[src/sv/msqrt_pkg.sv]
package msqrt_pkg;
  localparam int unsigned MOD_BITS = 31;
  localparam int unsigned VAL_BITS = 32;
  localparam int unsigned CNT_BITS = 6;
  localparam int unsigned ZL = 2 * MOD_BITS * MOD_BITS;
  localparam int unsigned ZL_BITS = $clog2(ZL + 1);
  typedef logic [MOD_BITS-1:0] mod_t;

  typedef struct packed {
    logic start;
    mod_t a;
    mod_t b;
    mod_t p;
  } mul_req_t;
endpackage

[src/sv/msqrt_if.sv]
interface msqrt_in_if;
  logic valid;
  logic ready;
  logic signed [msqrt_pkg::VAL_BITS-1:0] value;
  msqrt_pkg::mod_t modulus;
  modport source(output valid, output value, output modulus, input ready);
  modport sink(input valid, input value, input modulus, output ready);
endinterface

interface msqrt_out_if;
  logic valid;
  logic ready;
  msqrt_pkg::mod_t root;
  logic no_root;
  modport source(output valid, output root, output no_root, input ready);
  modport sink(input valid, input root, input no_root, output ready);
endinterface

[src/sv/msqrt_mul.sv]
// bit-serial modular multiply, one multiplier bit per cycle, lsb first
module msqrt_mul (
  input  logic                 clk,
  input  logic                 rst_n,
  input  msqrt_pkg::mul_req_t  req,
  output logic                 done,
  output msqrt_pkg::mod_t      prod
);
  logic [msqrt_pkg::MOD_BITS:0] acc_r, acc_nxt, a_r, a_nxt;
  msqrt_pkg::mod_t b_r, b_nxt, p_r, p_nxt;
  logic busy_r, busy_nxt, done_r, done_nxt;
  logic [msqrt_pkg::MOD_BITS:0] sum, dbl;

  always_comb begin
    sum = acc_r + a_r;
    if (sum >= {1'b0, p_r}) sum = sum - {1'b0, p_r};
    dbl = {a_r[msqrt_pkg::MOD_BITS-1:0], 1'b0};
    if (dbl >= {1'b0, p_r}) dbl = dbl - {1'b0, p_r};
    acc_nxt = acc_r;
    a_nxt = a_r;
    b_nxt = b_r;
    p_nxt = p_r;
    busy_nxt = busy_r;
    done_nxt = 1'b0;
    if (req.start) begin
      acc_nxt = '0;
      a_nxt = {1'b0, req.a};
      b_nxt = req.b;
      p_nxt = req.p;
      busy_nxt = 1'b1;
    end else if (busy_r) begin
      if (b_r == '0) begin
        busy_nxt = 1'b0;
        done_nxt = 1'b1;
      end else begin
        if (b_r[0]) acc_nxt = sum;
        a_nxt = dbl;
        b_nxt = b_r >> 1;
      end
    end
  end

  always_ff @(posedge clk) begin
    acc_r <= acc_nxt;
    a_r <= a_nxt;
    b_r <= b_nxt;
    p_r <= p_nxt;
    if (!rst_n) begin
      busy_r <= 1'b0;
      done_r <= 1'b0;
    end else begin
      busy_r <= busy_nxt;
      done_r <= done_nxt;
    end
  end

  assign done = done_r;
  assign prod = acc_r[msqrt_pkg::MOD_BITS-1:0];
endmodule

[src/sv/modular_square_root_top.sv]
// channel  dir  payload
// in_      in   value (32 signed), modulus (31)
// out_     out  root (31), no_root (1)
// one item at a time: a bit-serial reduction, modular multiplies (issue, one multiplier
// bit per cycle, done, take), one exponentiation of one or two multiplies per exponent bit
// for each legendre check or nonresidue candidate, plus up to about k squared multiplies
// in the main loop
// a result waits in the output register and holds off the next item until taken,
// in the same cycle at the earliest; synchronous active-low reset returns to idle
module modular_square_root_top (
  input  logic clk,
  input  logic rst_n,
  msqrt_in_if.sink    in_ch,
  msqrt_out_if.source out_ch
);
  localparam int unsigned MB = msqrt_pkg::MOD_BITS;
  localparam int unsigned CB = msqrt_pkg::CNT_BITS;
  localparam int unsigned ZB = msqrt_pkg::ZL_BITS;
  localparam logic [4:0] S_IDLE = 5'd0, S_RED = 5'd1, S_FIX = 5'd2, S_CHK = 5'd3,
    S_LEG = 5'd4, S_KS = 5'd5, S_ZT = 5'd6, S_ZC = 5'd7, S_PB = 5'd8,
    S_PY = 5'd9, S_PX = 5'd10, S_LOOP = 5'd11, S_ORD = 5'd12, S_SQY = 5'd13,
    S_UPX = 5'd14, S_UPY = 5'd15, S_UPB = 5'd16, S_OUT = 5'd17, S_FAIL = 5'd18,
    S_POW = 5'd19, S_PWM = 5'd20, S_PWS = 5'd21;

  logic [4:0] st_r, st_nxt, ret_r, ret_nxt;
  logic [32:0] rem_r, rem_nxt;
  logic [31:0] mag_r, mag_nxt;
  logic neg_r, neg_nxt;
  logic [5:0] bc_r, bc_nxt;
  msqrt_pkg::mod_t p_r, p_nxt, a_r, a_nxt, s_r, s_nxt, z_r, z_nxt;
  msqrt_pkg::mod_t x_r, x_nxt, b_r, b_nxt, y_r, y_nxt, c_r, c_nxt;
  msqrt_pkg::mod_t pw_b_r, pw_b_nxt, pw_e_r, pw_e_nxt, pw_acc_r, pw_acc_nxt;
  logic [CB-1:0] k_r, k_nxt, m_r, m_nxt, r_r, r_nxt, it_r, it_nxt, j_r, j_nxt;
  logic [ZB-1:0] zl_r, zl_nxt;
  logic mw_r, mw_nxt;
  logic ov_r, ov_nxt;
  msqrt_pkg::mod_t root_r, root_nxt;
  logic nr_r, nr_nxt;
  msqrt_pkg::mul_req_t req;
  logic mdone;
  msqrt_pkg::mod_t prod;
  logic [32:0] trial;
  msqrt_pkg::mod_t pm1, h;

  msqrt_mul u_mul (.clk(clk), .rst_n(rst_n), .req(req), .done(mdone), .prod(prod));

  assign pm1 = p_r - 1'b1;
  assign h = pm1 >> 1;
  assign in_ch.ready = (st_r == S_IDLE) && !(ov_r && !out_ch.ready);
  assign out_ch.valid = ov_r;
  assign out_ch.root = root_r;
  assign out_ch.no_root = nr_r;

  always_comb begin
    st_nxt = st_r; ret_nxt = ret_r; rem_nxt = rem_r; mag_nxt = mag_r; neg_nxt = neg_r;
    bc_nxt = bc_r; p_nxt = p_r; a_nxt = a_r; s_nxt = s_r; z_nxt = z_r; x_nxt = x_r;
    b_nxt = b_r; y_nxt = y_r; c_nxt = c_r; pw_b_nxt = pw_b_r; pw_e_nxt = pw_e_r;
    pw_acc_nxt = pw_acc_r; k_nxt = k_r; m_nxt = m_r; r_nxt = r_r; it_nxt = it_r;
    j_nxt = j_r; zl_nxt = zl_r; mw_nxt = mw_r;
    root_nxt = root_r; nr_nxt = nr_r;
    ov_nxt = ov_r && !out_ch.ready;
    req = '0;
    req.p = p_r;
    trial = {rem_r[31:0], mag_r[31]} - {2'b0, p_r};
    unique case (st_r)
      S_IDLE: if (in_ch.valid && in_ch.ready) begin
        p_nxt = in_ch.modulus;
        neg_nxt = in_ch.value[31];
        mag_nxt = in_ch.value[31] ? 32'(-in_ch.value) : in_ch.value;
        rem_nxt = '0;
        bc_nxt = '0;
        st_nxt = (in_ch.modulus < MB'(2)) ? S_FAIL : S_RED;
      end
      S_RED: begin
        if (!trial[32]) rem_nxt = trial;
        else rem_nxt = {rem_r[31:0], mag_r[31]};
        mag_nxt = mag_r << 1;
        bc_nxt = bc_r + 1'b1;
        if (bc_r == 6'd31) st_nxt = S_FIX;
      end
      S_FIX: begin
        a_nxt = rem_r[MB-1:0];
        if (neg_r && rem_r != '0) a_nxt = p_r - rem_r[MB-1:0];
        st_nxt = S_CHK;
      end
      S_CHK: begin
        if (a_r == '0) begin
          root_nxt = '0; nr_nxt = 1'b0; ov_nxt = 1'b1; st_nxt = S_IDLE;
        end else if (p_r == MB'(2)) begin
          root_nxt = MB'(1); nr_nxt = 1'b0; ov_nxt = 1'b1; st_nxt = S_IDLE;
        end else if (pm1[0]) st_nxt = S_FAIL;
        else begin
          pw_b_nxt = a_r; pw_e_nxt = h; pw_acc_nxt = MB'(1);
          mw_nxt = 1'b0; ret_nxt = S_LEG; st_nxt = S_POW;
        end
      end
      S_LEG: if (pw_acc_r != MB'(1)) st_nxt = S_FAIL;
        else begin
          s_nxt = pm1; k_nxt = '0; st_nxt = S_KS;
        end
      S_KS: if (!s_r[0]) begin
          s_nxt = s_r >> 1; k_nxt = k_r + 1'b1;
        end else begin
          z_nxt = MB'(2);
          zl_nxt = ZB'(msqrt_pkg::ZL);
          if ({1'b0, pm1} < (MB+1)'(msqrt_pkg::ZL)) zl_nxt = ZB'(pm1);
          st_nxt = S_ZT;
        end
      S_ZT: if ({1'b0, z_r} > (MB+1)'(zl_r)) st_nxt = S_FAIL;
        else begin
          pw_b_nxt = z_r; pw_e_nxt = h; pw_acc_nxt = MB'(1);
          mw_nxt = 1'b0; ret_nxt = S_ZC; st_nxt = S_POW;
        end
      S_ZC: if (pw_acc_r == pm1) begin
          pw_b_nxt = a_r; pw_e_nxt = s_r; pw_acc_nxt = MB'(1);
          mw_nxt = 1'b0; ret_nxt = S_PB; st_nxt = S_POW;
        end else begin
          z_nxt = z_r + 1'b1; st_nxt = S_ZT;
        end
      S_PB: begin
        b_nxt = pw_acc_r;
        pw_b_nxt = z_r; pw_e_nxt = s_r; pw_acc_nxt = MB'(1);
        mw_nxt = 1'b0; ret_nxt = S_PY; st_nxt = S_POW;
      end
      S_PY: begin
        y_nxt = pw_acc_r;
        pw_b_nxt = a_r; pw_e_nxt = (s_r + 1'b1) >> 1; pw_acc_nxt = MB'(1);
        mw_nxt = 1'b0; ret_nxt = S_PX; st_nxt = S_POW;
      end
      S_PX: begin
        x_nxt = pw_acc_r; it_nxt = '0; m_nxt = '0; st_nxt = S_LOOP;
      end
      S_LOOP: if (b_r == MB'(1)) begin
          root_nxt = x_r; nr_nxt = 1'b0; ov_nxt = 1'b1; st_nxt = S_IDLE;
        end else if (it_r >= k_r) st_nxt = S_FAIL;
        else begin
          r_nxt = '0; c_nxt = b_r; mw_nxt = 1'b0; st_nxt = S_ORD;
        end
      S_ORD: if (!mw_r) begin
          if (c_r != MB'(1) && r_r < k_r) begin
            req.start = 1'b1; req.a = c_r; req.b = c_r; mw_nxt = 1'b1;
          end else if (c_r != MB'(1) || (CB+1)'(r_r) + (CB+1)'(m_r) + 1'b1 > (CB+1)'(k_r))
            st_nxt = S_FAIL;
          else begin
            j_nxt = '0; st_nxt = S_SQY;
          end
        end else if (mdone) begin
          c_nxt = prod; r_nxt = r_r + 1'b1; mw_nxt = 1'b0;
        end
      S_SQY: if (!mw_r) begin
          if (j_r < k_r - r_r - m_r - 1'b1) begin
            req.start = 1'b1; req.a = y_r; req.b = y_r; mw_nxt = 1'b1;
          end else begin
            m_nxt = k_r - r_r; st_nxt = S_UPX;
          end
        end else if (mdone) begin
          y_nxt = prod; j_nxt = j_r + 1'b1; mw_nxt = 1'b0;
        end
      S_UPX: if (!mw_r) begin
          req.start = 1'b1; req.a = x_r; req.b = y_r; mw_nxt = 1'b1;
        end else if (mdone) begin
          x_nxt = prod; mw_nxt = 1'b0; st_nxt = S_UPY;
        end
      S_UPY: if (!mw_r) begin
          req.start = 1'b1; req.a = y_r; req.b = y_r; mw_nxt = 1'b1;
        end else if (mdone) begin
          y_nxt = prod; mw_nxt = 1'b0; st_nxt = S_UPB;
        end
      S_UPB: if (!mw_r) begin
          req.start = 1'b1; req.a = b_r; req.b = y_r; mw_nxt = 1'b1;
        end else if (mdone) begin
          b_nxt = prod; mw_nxt = 1'b0; it_nxt = it_r + 1'b1; st_nxt = S_LOOP;
        end
      S_POW: if (pw_e_r == '0) st_nxt = ret_r;
        else if (pw_e_r[0]) st_nxt = S_PWM;
        else st_nxt = S_PWS;
      S_PWM: if (!mw_r) begin
          req.start = 1'b1; req.a = pw_acc_r; req.b = pw_b_r; mw_nxt = 1'b1;
        end else if (mdone) begin
          pw_acc_nxt = prod; mw_nxt = 1'b0; st_nxt = S_PWS;
        end
      S_PWS: if (!mw_r) begin
          req.start = 1'b1; req.a = pw_b_r; req.b = pw_b_r; mw_nxt = 1'b1;
        end else if (mdone) begin
          pw_b_nxt = prod; pw_e_nxt = pw_e_r >> 1; mw_nxt = 1'b0; st_nxt = S_POW;
        end
      S_FAIL: begin
        root_nxt = '0; nr_nxt = 1'b1; ov_nxt = 1'b1; st_nxt = S_IDLE;
      end
      default: st_nxt = S_IDLE;
    endcase
    if (st_r != S_IDLE && st_nxt == S_IDLE && ov_r && !out_ch.ready) begin
      st_nxt = st_r; root_nxt = root_r; nr_nxt = nr_r; ov_nxt = 1'b1;
    end
  end

  always_ff @(posedge clk) begin
    ret_r <= ret_nxt; rem_r <= rem_nxt; mag_r <= mag_nxt; neg_r <= neg_nxt;
    bc_r <= bc_nxt; p_r <= p_nxt; a_r <= a_nxt; s_r <= s_nxt; z_r <= z_nxt;
    x_r <= x_nxt; b_r <= b_nxt; y_r <= y_nxt; c_r <= c_nxt; pw_b_r <= pw_b_nxt;
    pw_e_r <= pw_e_nxt; pw_acc_r <= pw_acc_nxt; k_r <= k_nxt; m_r <= m_nxt;
    r_r <= r_nxt; it_r <= it_nxt; j_r <= j_nxt; zl_r <= zl_nxt;
    root_r <= root_nxt; nr_r <= nr_nxt;
    if (!rst_n) begin
      st_r <= S_IDLE; ov_r <= 1'b0; mw_r <= 1'b0;
    end else begin
      st_r <= st_nxt; ov_r <= ov_nxt; mw_r <= mw_nxt;
    end
  end
endmodule

[src/flat_wrapper.sv]
// flat-port wrapper written by rule: the top's interface ports become plain ports
module modular_square_root_top_flat 
  (clk, rst_n, in_ch_valid, in_ch_value, in_ch_modulus, in_ch_ready, out_ch_valid, out_ch_root, out_ch_no_root, out_ch_ready);
  msqrt_in_if in_ch_i ();
  msqrt_out_if out_ch_i ();
  input  logic clk;
  input  logic rst_n;
  input wire logic [$bits(in_ch_i.valid)-1:0] in_ch_valid;
  input wire logic [$bits(in_ch_i.value)-1:0] in_ch_value;
  input wire logic [$bits(in_ch_i.modulus)-1:0] in_ch_modulus;
  output wire logic [$bits(in_ch_i.ready)-1:0] in_ch_ready;
  output wire logic [$bits(out_ch_i.valid)-1:0] out_ch_valid;
  output wire logic [$bits(out_ch_i.root)-1:0] out_ch_root;
  output wire logic [$bits(out_ch_i.no_root)-1:0] out_ch_no_root;
  input wire logic [$bits(out_ch_i.ready)-1:0] out_ch_ready;
  assign in_ch_i.valid = in_ch_valid;
  assign in_ch_i.value = in_ch_value;
  assign in_ch_i.modulus = in_ch_modulus;
  assign in_ch_ready = in_ch_i.ready;
  assign out_ch_valid = out_ch_i.valid;
  assign out_ch_root = out_ch_i.root;
  assign out_ch_no_root = out_ch_i.no_root;
  assign out_ch_i.ready = out_ch_ready;
  modular_square_root_top u_core (.clk(clk), .rst_n(rst_n), .in_ch(in_ch_i), .out_ch(out_ch_i));
endmodule
[config.mk]
export PLATFORM = sky130hd
export DESIGN_NAME = modular_square_root_top_flat
export DESIGN_NICKNAME = d
export VERILOG_FILES = /design/src/sv/msqrt_pkg.sv /design/src/sv/msqrt_if.sv /design/src/sv/msqrt_mul.sv /design/src/sv/modular_square_root_top.sv /design/src/flat_wrapper.sv
export SDC_FILE = /design/constraint.sdc
export NUM_CORES = 2
export LEC_CHECK = 0
export ABC_AREA = 1
export BUFFER_PORTS_ARGS = -buffer_cell sky130_fd_sc_hd__buf_2
export CELL_PAD_IN_SITES_DETAIL_PLACEMENT = 1
export CELL_PAD_IN_SITES_GLOBAL_PLACEMENT = 1
export CORE_MARGIN = 4
export CORE_UTILIZATION = 25
export CTS_CLUSTER_DIAMETER = 80
export DETAILED_ROUTE_END_ITERATION = 10
export GPL_TIMING_DRIVEN = 1
export PLACE_DENSITY_LB_ADDON = 0.1
export SYNTH_ARGS = -nofsm -noshare
export SYNTH_HDL_FRONTEND = slang
export SYNTH_SLANG_ARGS = --single-unit
[constraint.sdc]
create_clock -name clk -period 11.75 [get_ports clk]
set_input_delay 0.5875 -clock clk [delete_from_list [all_inputs] [get_ports clk]]
set_output_delay 0.5875 -clock clk [all_outputs]
set_load 0.02 [all_outputs]
# [Word-level counts from Yosys, hierarchy flattened]
# Cells that the tools add are included.
# Widths: inputs -> output; s select.
[word_totals] reg_bits=626 input_bits=67 out_inout_bits=34
[op_classes] addsub=19 n_lt_le_gt_ge=9 n_eq_ne=60 muxes=148 n_bitwise=4 n_reduce_logical=59
[op_table] cell="$mux 31" n=35
[op_table] cell="$mux 63" n=9
[op_table] cell="$pmux 63 s7" n=1
[op_table] cell="$pmux 31 s2" n=6
[op_table] cell="$pmux 31 s6" n=2
[op_table] cell="$mux 5" n=31
[op_table] cell="$pmux 31 s5" n=1
[op_table] cell="$mux 32" n=4
[op_table] cell="$mux 6" n=16
[op_table] cell="$pmux 5 s19" n=1
[op_table] cell="$logic_not 31->1" n=3
[op_table] cell="$pmux 31 s3" n=1
[op_table] cell="$pmux 6 s2" n=6
[op_table] cell="$mux 33" n=2
[op_table] cell="$pmux 33 s2" n=1
[op_table] cell="$ge 32x31->1" n=2
[op_table] cell="$pmux 32 s2" n=1
[op_table] cell="$sub 32x31->32" n=2
[op_table] cell="$add 31x1->31 const B" n=2
[op_table] cell="$ne 31x1->1 const B" n=2
[op_table] cell="$ne 2x2->1 const B" n=21
[op_table] cell="$eq 5x4->1 const B" n=8
[op_table] cell="$reduce_bool 33->1" n=1
[op_table] cell="$sub 33x31->33" n=1
[op_table] cell="48 further kinds" n=140

# [Depth between registers and ports, before layout]
[logic_depth] word_depth=14 depth_mapped=28 mapped_depth_nobuf=27

# [Hierarchy]
# A second synthesis with hierarchy kept.
[hier_totals] cells_unflattened=5661 hier_area_um2=43865.8
[by_module_without_submodules] module="modular_square_root_top" n_inst=1 cells_per_inst=3869 area_per_inst_um2=31914.4
[by_module_without_submodules] module="msqrt_mul" n_inst=1 cells_per_inst=1792 area_per_inst_um2=11951.5

# [Worst setup path before layout]
# Ideal clock, no wire load.
[synth_path] path_type="register -> register" startpoint="reg u_core.p_r[1]" endpoint="reg u_core.pw_b_r[0] (enable)" setup_ps=635 arrival_time_ps=8020 t_required_ps=11115 slack_ps=3094 path_stages_with_launch=17 period_less_slack_ps=8656 cell_sequence="edfxtp_1 inv_1 ha_1 nand2_4 nor2_4 nand2_4 nor2_1 nand2_1 nand2_2 nand2_1 nand2_1 nand3_1 nor2_2 nand3_2 nand2_2 o211ai_1 nor4_1"
[synth_between] elab_chain_cells=4
[synth_rtl] element="start: declaration" line_no="modular_square_root_top.sv:30" source="msqrt_pkg::mod_t p_r, p_nxt, a_r, a_nxt, s_r, s_nxt, z_r, z_nxt;"
[synth_rtl] element="start signal: assignment" line_no="modular_square_root_top.sv:199" source="bc_r <= bc_nxt; p_r <= p_nxt; a_r <= a_nxt; s_r <= s_nxt; z_r <= z_nxt;"
[synth_rtl] element="$sub 31x1->31" line_no="modular_square_root_top.sv:47" source="assign pm1 = p_r - 1'b1;"
[synth_rtl] element="$eq 31x31->1" line_no="modular_square_root_top.sv:114" source="S_ZC: if (pw_acc_r == pm1) begin"
[synth_rtl] element="$ne 2x1->1 (no line)"
[synth_rtl] element="$reduce_and 8->1 (no line) *"
[synth_rtl] element="end signal: assignment" line_no="modular_square_root_top.sv:200" source="x_r <= x_nxt; b_r <= b_nxt; y_r <= y_nxt; c_r <= c_nxt; pw_b_r <= pw_b_nxt;"
[synth_rtl] element="end: declaration" line_no="modular_square_root_top.sv:32" source="msqrt_pkg::mod_t pw_b_r, pw_b_nxt, pw_e_r, pw_e_nxt, pw_acc_r, pw_acc_nxt;"
# Every way passes the cells marked *; elsewhere a longest branch is shown, timed or not.
# A chain may end at the register's enable or synchronous reset.

# [Worst setup path in the final report]
[layout_path] startpoint="reg u_core.k_r[0]" endpoint="reg u_core.u_mul.a_r[0] in the netlist's numbering (enable)"
[layout_between] elab_chain_cells=9
[layout_rtl] element="start: declaration" line_no="modular_square_root_top.sv:33" source="logic [CB-1:0] k_r, k_nxt, m_r, m_nxt, r_r, r_nxt, it_r, it_nxt, j_r, j_nxt;"
[layout_rtl] element="start signal: assignment" line_no="modular_square_root_top.sv:201" source="pw_e_r <= pw_e_nxt; pw_acc_r <= pw_acc_nxt; k_r <= k_nxt; m_r <= m_nxt;"
[layout_rtl] element="$sub 6x6->6 (2 in a row)" line_no="modular_square_root_top.sv:151" source="if (j_r < k_r - r_r - m_r - 1'b1) begin"
[layout_rtl] element="$sub 6x1->6" line_no="modular_square_root_top.sv:151"
[layout_rtl] element="$lt 6x6->1" line_no="modular_square_root_top.sv:151"
[layout_rtl] element="$mux 63" line_no="modular_square_root_top.sv:151"
[layout_rtl] element="$mux 63" line_no="modular_square_root_top.sv:150" source="S_SQY: if (!mw_r) begin"
[layout_rtl] element="$pmux 63 s7 *" line_no="modular_square_root_top.sv:65" source="unique case (st_r)"
[layout_rtl] element="$ne 2x1->1 (no line) / $reduce_bool 2->1 (equally long branches)"
[layout_rtl] element="$reduce_and 2->1 (no line) *"
[layout_rtl] element="end signal: assignment" line_no="msqrt_mul.sv:45" source="a_r <= a_nxt;"
[layout_rtl] element="end: declaration" line_no="msqrt_mul.sv:9" source="logic [msqrt_pkg::MOD_BITS:0] acc_r, acc_nxt, a_r, a_nxt;"
# Marked as above.

==> impl_summary.md <==
Status
The flow ran to the end, and the final reports show no timing, DRC or antenna violations.

Clock network
The quantity of gates resized following cts is 0. For this design, the sink count on the clock tree is approximately 630. The clock passes through at most 3 buffers. The hold-fix buffer count after cts is 1. Clock tree synthesis inserted a total of 89 buffers. The H-tree was split into 3 levels. The clock insertion delay at the later pin of the skew report is between 0.7 and 0.8 ns. In this run the clock root is driven by a clkbuf_16. The clock tree from TritonCTS is yes. After clock tree synthesis, the clock-pin slew on the worst setup and hold paths is 0.06 ns. After clock tree synthesis, the setup repair step added 0 buffers.

Setup path
Setup slack on the worst reg-to-reg path comes out at roughly 5.5 ns. The biggest fanout along the worst timing path is 52. The start of the worst register-to-register path is u_core.k_r[0]$_SDFFCE_PN0P_.

The startpoint class of the critical path is a flop. The worst reg2reg path depth is 25. STA classifies the critical path endpoint as a flop.

The required time of the critical path is roughly 12 ns. The critical path in this run is classified as reg -> reg. Data arrives at the worst endpoint at about 6.6 ns. The capturing point of the worst reg2reg path is u_core.u_mul.a_r[0]$_DFFE_PP_.

Placement
The cell total after placement is 7454. The HPWL after detailed placement is roughly 160000 um. The count of input and output buffers is 100. The global placement routability congestion is around 0.9. The placed instances occupy a cell area of ~45000 um2.

Synthesis
The total number of yosys warnings is 0. Averaged over all synthesized cells, the footprint is about 8.0 um2. The synthesized design contains a little under 600 enable-type register cells. Synthesis produced a netlist with a net count of 5518. The mapped netlist covers around 42000 um2. Counting flops and latches in the post-synthesis netlist gives between 600 and 700.

The number of instances in the synthesized netlist is between 5000 and 6000. The number of distinct library cells after synthesis is 69. Among all flip-flop cells after synthesis, the most frequent one is edfxtp_1. Of the synthesized area, sequential elements account for 0.436.

The fraction of synthesis flops using an asynchronous set or reset pin is 0.

Power
The switching part of the total is 0.308. The total internal power is ~4500 uW. The areal power density over the cells is about 130 nW/um2.

The total net switching power is approximately 2000 uW. Of the total power, registers draw 0.401. The peak supply drop is 0.000100 V. The share of total power dissipated in the clock network is 0.433. The relative contribution of combinational cells to total power is 0.166. The static leakage is about 0.020 uW.

Hold path
The tightest min-delay check is of the in -> reg type. The sink of the worst hold path is u_core.p_r[3]$_DFFE_PP_. The cell depth of the worst min-delay path is 1. The startpoint of the most critical hold path is in_ch_modulus[3].

Final layout
Of the cells placed in the final design, the portion with a size suffix greater than 1 is 0.0724. After filler insertion, the fill cell instance count of the layout stands at 19800. In the final layout, the multi-input gates occupy between 20000 and 25000 um2.

Compared with the post-synthesis result, the final layout area differs by 14.8%. The final cell area excluding filler cells is approximately 48000 um2. The number of nets in the finished design is around 5600. Excluding fillers, the count of instances in the completed layout stands at 7624. Across the whole layout, storage elements account for between 15000 and 20000 um2.

Timing
The final period demand of the worst path is around 6.3 ns. The relative slew slack is 0.231. The fmax is ~160 MHz. The number of failing hold endpoints at the final stage is 0. Setup repair after global routing left no endpoint under its margin. Dividing the final minimum period by the clock period gives 0.535. The worst hold slack is roughly 0.085 ns. The final number of setup-violating endpoints is 0. The worst-margin pin slew is approximately 1.1 ns. On the final layout, the worst clock skew is 0.0444 ns. After routing, the total negative slack on setup checks comes to 0 ns.

The number of max-slew violations in the final report is 0.

Floorplan
The number of top-level pins is between 100 and 150. The floorplan step set the die width to roughly 420 um. The initialized floorplan defines 150 standard-cell rows. The full die area is roughly 180000 um2. In this run the vertical extent of the chip is 418 um. The initial utilization of the core area, before any placement, comes to 0.252. The area of the core region is approximately 170000 um2.

GRT
In the global route stage, overall resource usage came out at 0.228. For this run the aggregate overflow at the end of global routing stands at 0. The via count of the first global-routing pass is ~39000.

The largest net degree at the start of global routing is a little over 90. The initial antenna violation count is 7. The first-pass GRT wire length is 290000 um.

Route
For this block, the initial DRC count from the detailed router was between 2000 and 3000. The number of nets with antenna violations after routing is 0. Dividing the detail-routed wire length by the instance count gives around 27 um. The number of remaining DRC errors is 0. The detailed-route wire length is 204000 um. The overall via count from detail_route is approximately 39000. The count of TritonRoute iterations in the first routing pass is 5. Using the TritonRoute via totals, the vias-per-cell ratio works out to 5.07.

Run
The reported max-cap violation count is 0.
-- cell families after synthesis --
group / count (synthesis) / synth area share
AND/OR/NAND/NOR: 2178 / 0.219
XOR/XNOR: 183 / 0.0386
buffers and inverters: 840 / 0.0762
AO/OA/AOI/OAI: 1189 / 0.164
adder cells (fa/ha/maj): 218 / 0.0662
flip-flops: 625 / 0.436
-- synth_stat cells, drive strengths merged (24+ instances only) --
cell / number / area share
o21ai: 445 / 0.053
nor4: 47 / 0.0070
nor2: 599 / 0.056
o22ai: 81 / 0.012
inv: 689 / 0.061
clkbuf: 107 / 0.0095
a21o: 24 / 0.0043
nand4: 88 / 0.013
o221ai: 29 / 0.0060
o2111ai: 39 / 0.0081
xor2: 123 / 0.026
buf: 40 / 0.0048
o211ai: 45 / 0.0080
a211oi: 26 / 0.0046
edfxtp: 583 / 0.42
nor3: 104 / 0.013
dfxtp: 42 / 0.020
ha: 210 / 0.062
xnor2: 59 / 0.012
nand2: 1084 / 0.098
a21oi: 369 / 0.044
nand3: 224 / 0.027
-- worst max-delay path, stage by stage, from the launching register on --
cell and delay (ns):
edfxtp_1 0.44, inv_1 0.10, ha_1 0.22, fa_1 0.43
nor2_1 0.16, nor2_1 0.06, ha_1 0.33, a21oi_1 0.21
nand2_1 0.07, nand2_1 0.08, nand2_1 0.05, a21oi_1 0.15
xor2_1 0.19, xor2_1 0.09, ha_1 0.33, nand4_1 0.10
o21bai_1 0.16, o211ai_1 0.15, nor2_2 0.13, inv_1 0.10
nand2_1 0.05, nand2_1 0.12, nand2_4 0.20, inv_2 0.90
nand2_2 0.56, buf_4 0.52
-- worst max path at each step --
stage                                      startpoint                             end  slack [ns]
after floorplan               u_core.p_r[1]$_DFFE_PP_      u_core.pw_b_r[0]$_DFFE_PP_        3.09
after global placement    u_core.k_r[0]$_SDFFCE_PN0P_   u_core.u_mul.a_r[0]$_DFFE_PP_        5.43
after detailed placement  u_core.k_r[0]$_SDFFCE_PN0P_  u_core.u_mul.a_r[16]$_DFFE_PP_        5.35
after CTS                 u_core.k_r[0]$_SDFFCE_PN0P_  u_core.u_mul.b_r[21]$_DFFE_PP_        5.35
after global routing      u_core.k_r[0]$_SDFFCE_PN0P_   u_core.u_mul.a_r[0]$_DFFE_PP_        4.92
final                     u_core.k_r[0]$_SDFFCE_PN0P_   u_core.u_mul.a_r[0]$_DFFE_PP_        5.47
-- through the flow --
stage | total power [uW] | utilization | worst slack, ns
final | 6460 | 0.289 | 5.47
after global routing | 6750 | 0.289 | 4.92
after CTS | 6540 | 0.289 | 5.35
after detailed placement | 3710 | 0.271 | 5.35
after global placement | 3700 | 0.271 | 5.43
after floorplan | 3290 | - | 3.09
-- sequential cells by signal, indices dropped and copies added, names as in the netlist, 32 cells and up --
name                count
u_core.mag_r           32
u_core.u_mul.acc_r     32
u_core.u_mul.a_r       32
u_core.rem_r           33
-- cell type report --
cell class	instances	share of cell area
antenna	2	0.000103
clock buffer	107	0.0477
inverter	693	0.0538
timing repair buffer	165	0.0205
sequential	625	0.379
multi-input combinational	3768	0.428
clock inverter	60	0.0138
tap	2204	0.0570
-- cell usage in the layout (no fill, tap or decap), types with 22 or more instances in the layout --
master     count
nand3_1      219
clkinv_1      22
nand2_1     1068
o221ai_1      29
o22ai_1       81
o21ai_0      436
buf_2        100
buf_4         64
nor4_1        46
edfxtp_1     583
inv_1        677
o211ai_1      45
nand4_1       88
a211oi_1      26
nor2_1       569
dfxtp_1       42
ha_1         210
o2111ai_1     39
nor3_1       100
xor2_1       122
clkbuf_16     89
a21oi_1      367
xnor2_1       59
a21o_1        24
-- power groups by stage --
stage	sequential (uW)	combinational (uW)	clock, uW
floorplan	2580	716	0
global placement	2640	1070	0
detailed placement	2640	1070	0
CTS	2590	1080	2870
global route	2590	1200	2960
finish	2590	1070	2800
-- per-layer routing --
| layer | GRT usage | part of all wire | routed length, um | vias up |
|---|---|---|---|---|
| met3 | 0.0227 | 0.045 | 9220 | 212 |
| met1 | 0.332 | 0.48 | 98900 | 19200 |
| met2 | 0.354 | 0.44 | 88900 | 967 |
| met5 | 0 | 0 | 0 | - |
| met4 | 0.0732 | 0.034 | 7040 | 0 |
| li1 | - | - | - | 18300 |
No activity file was read; power rests on OpenSTA's default activity.
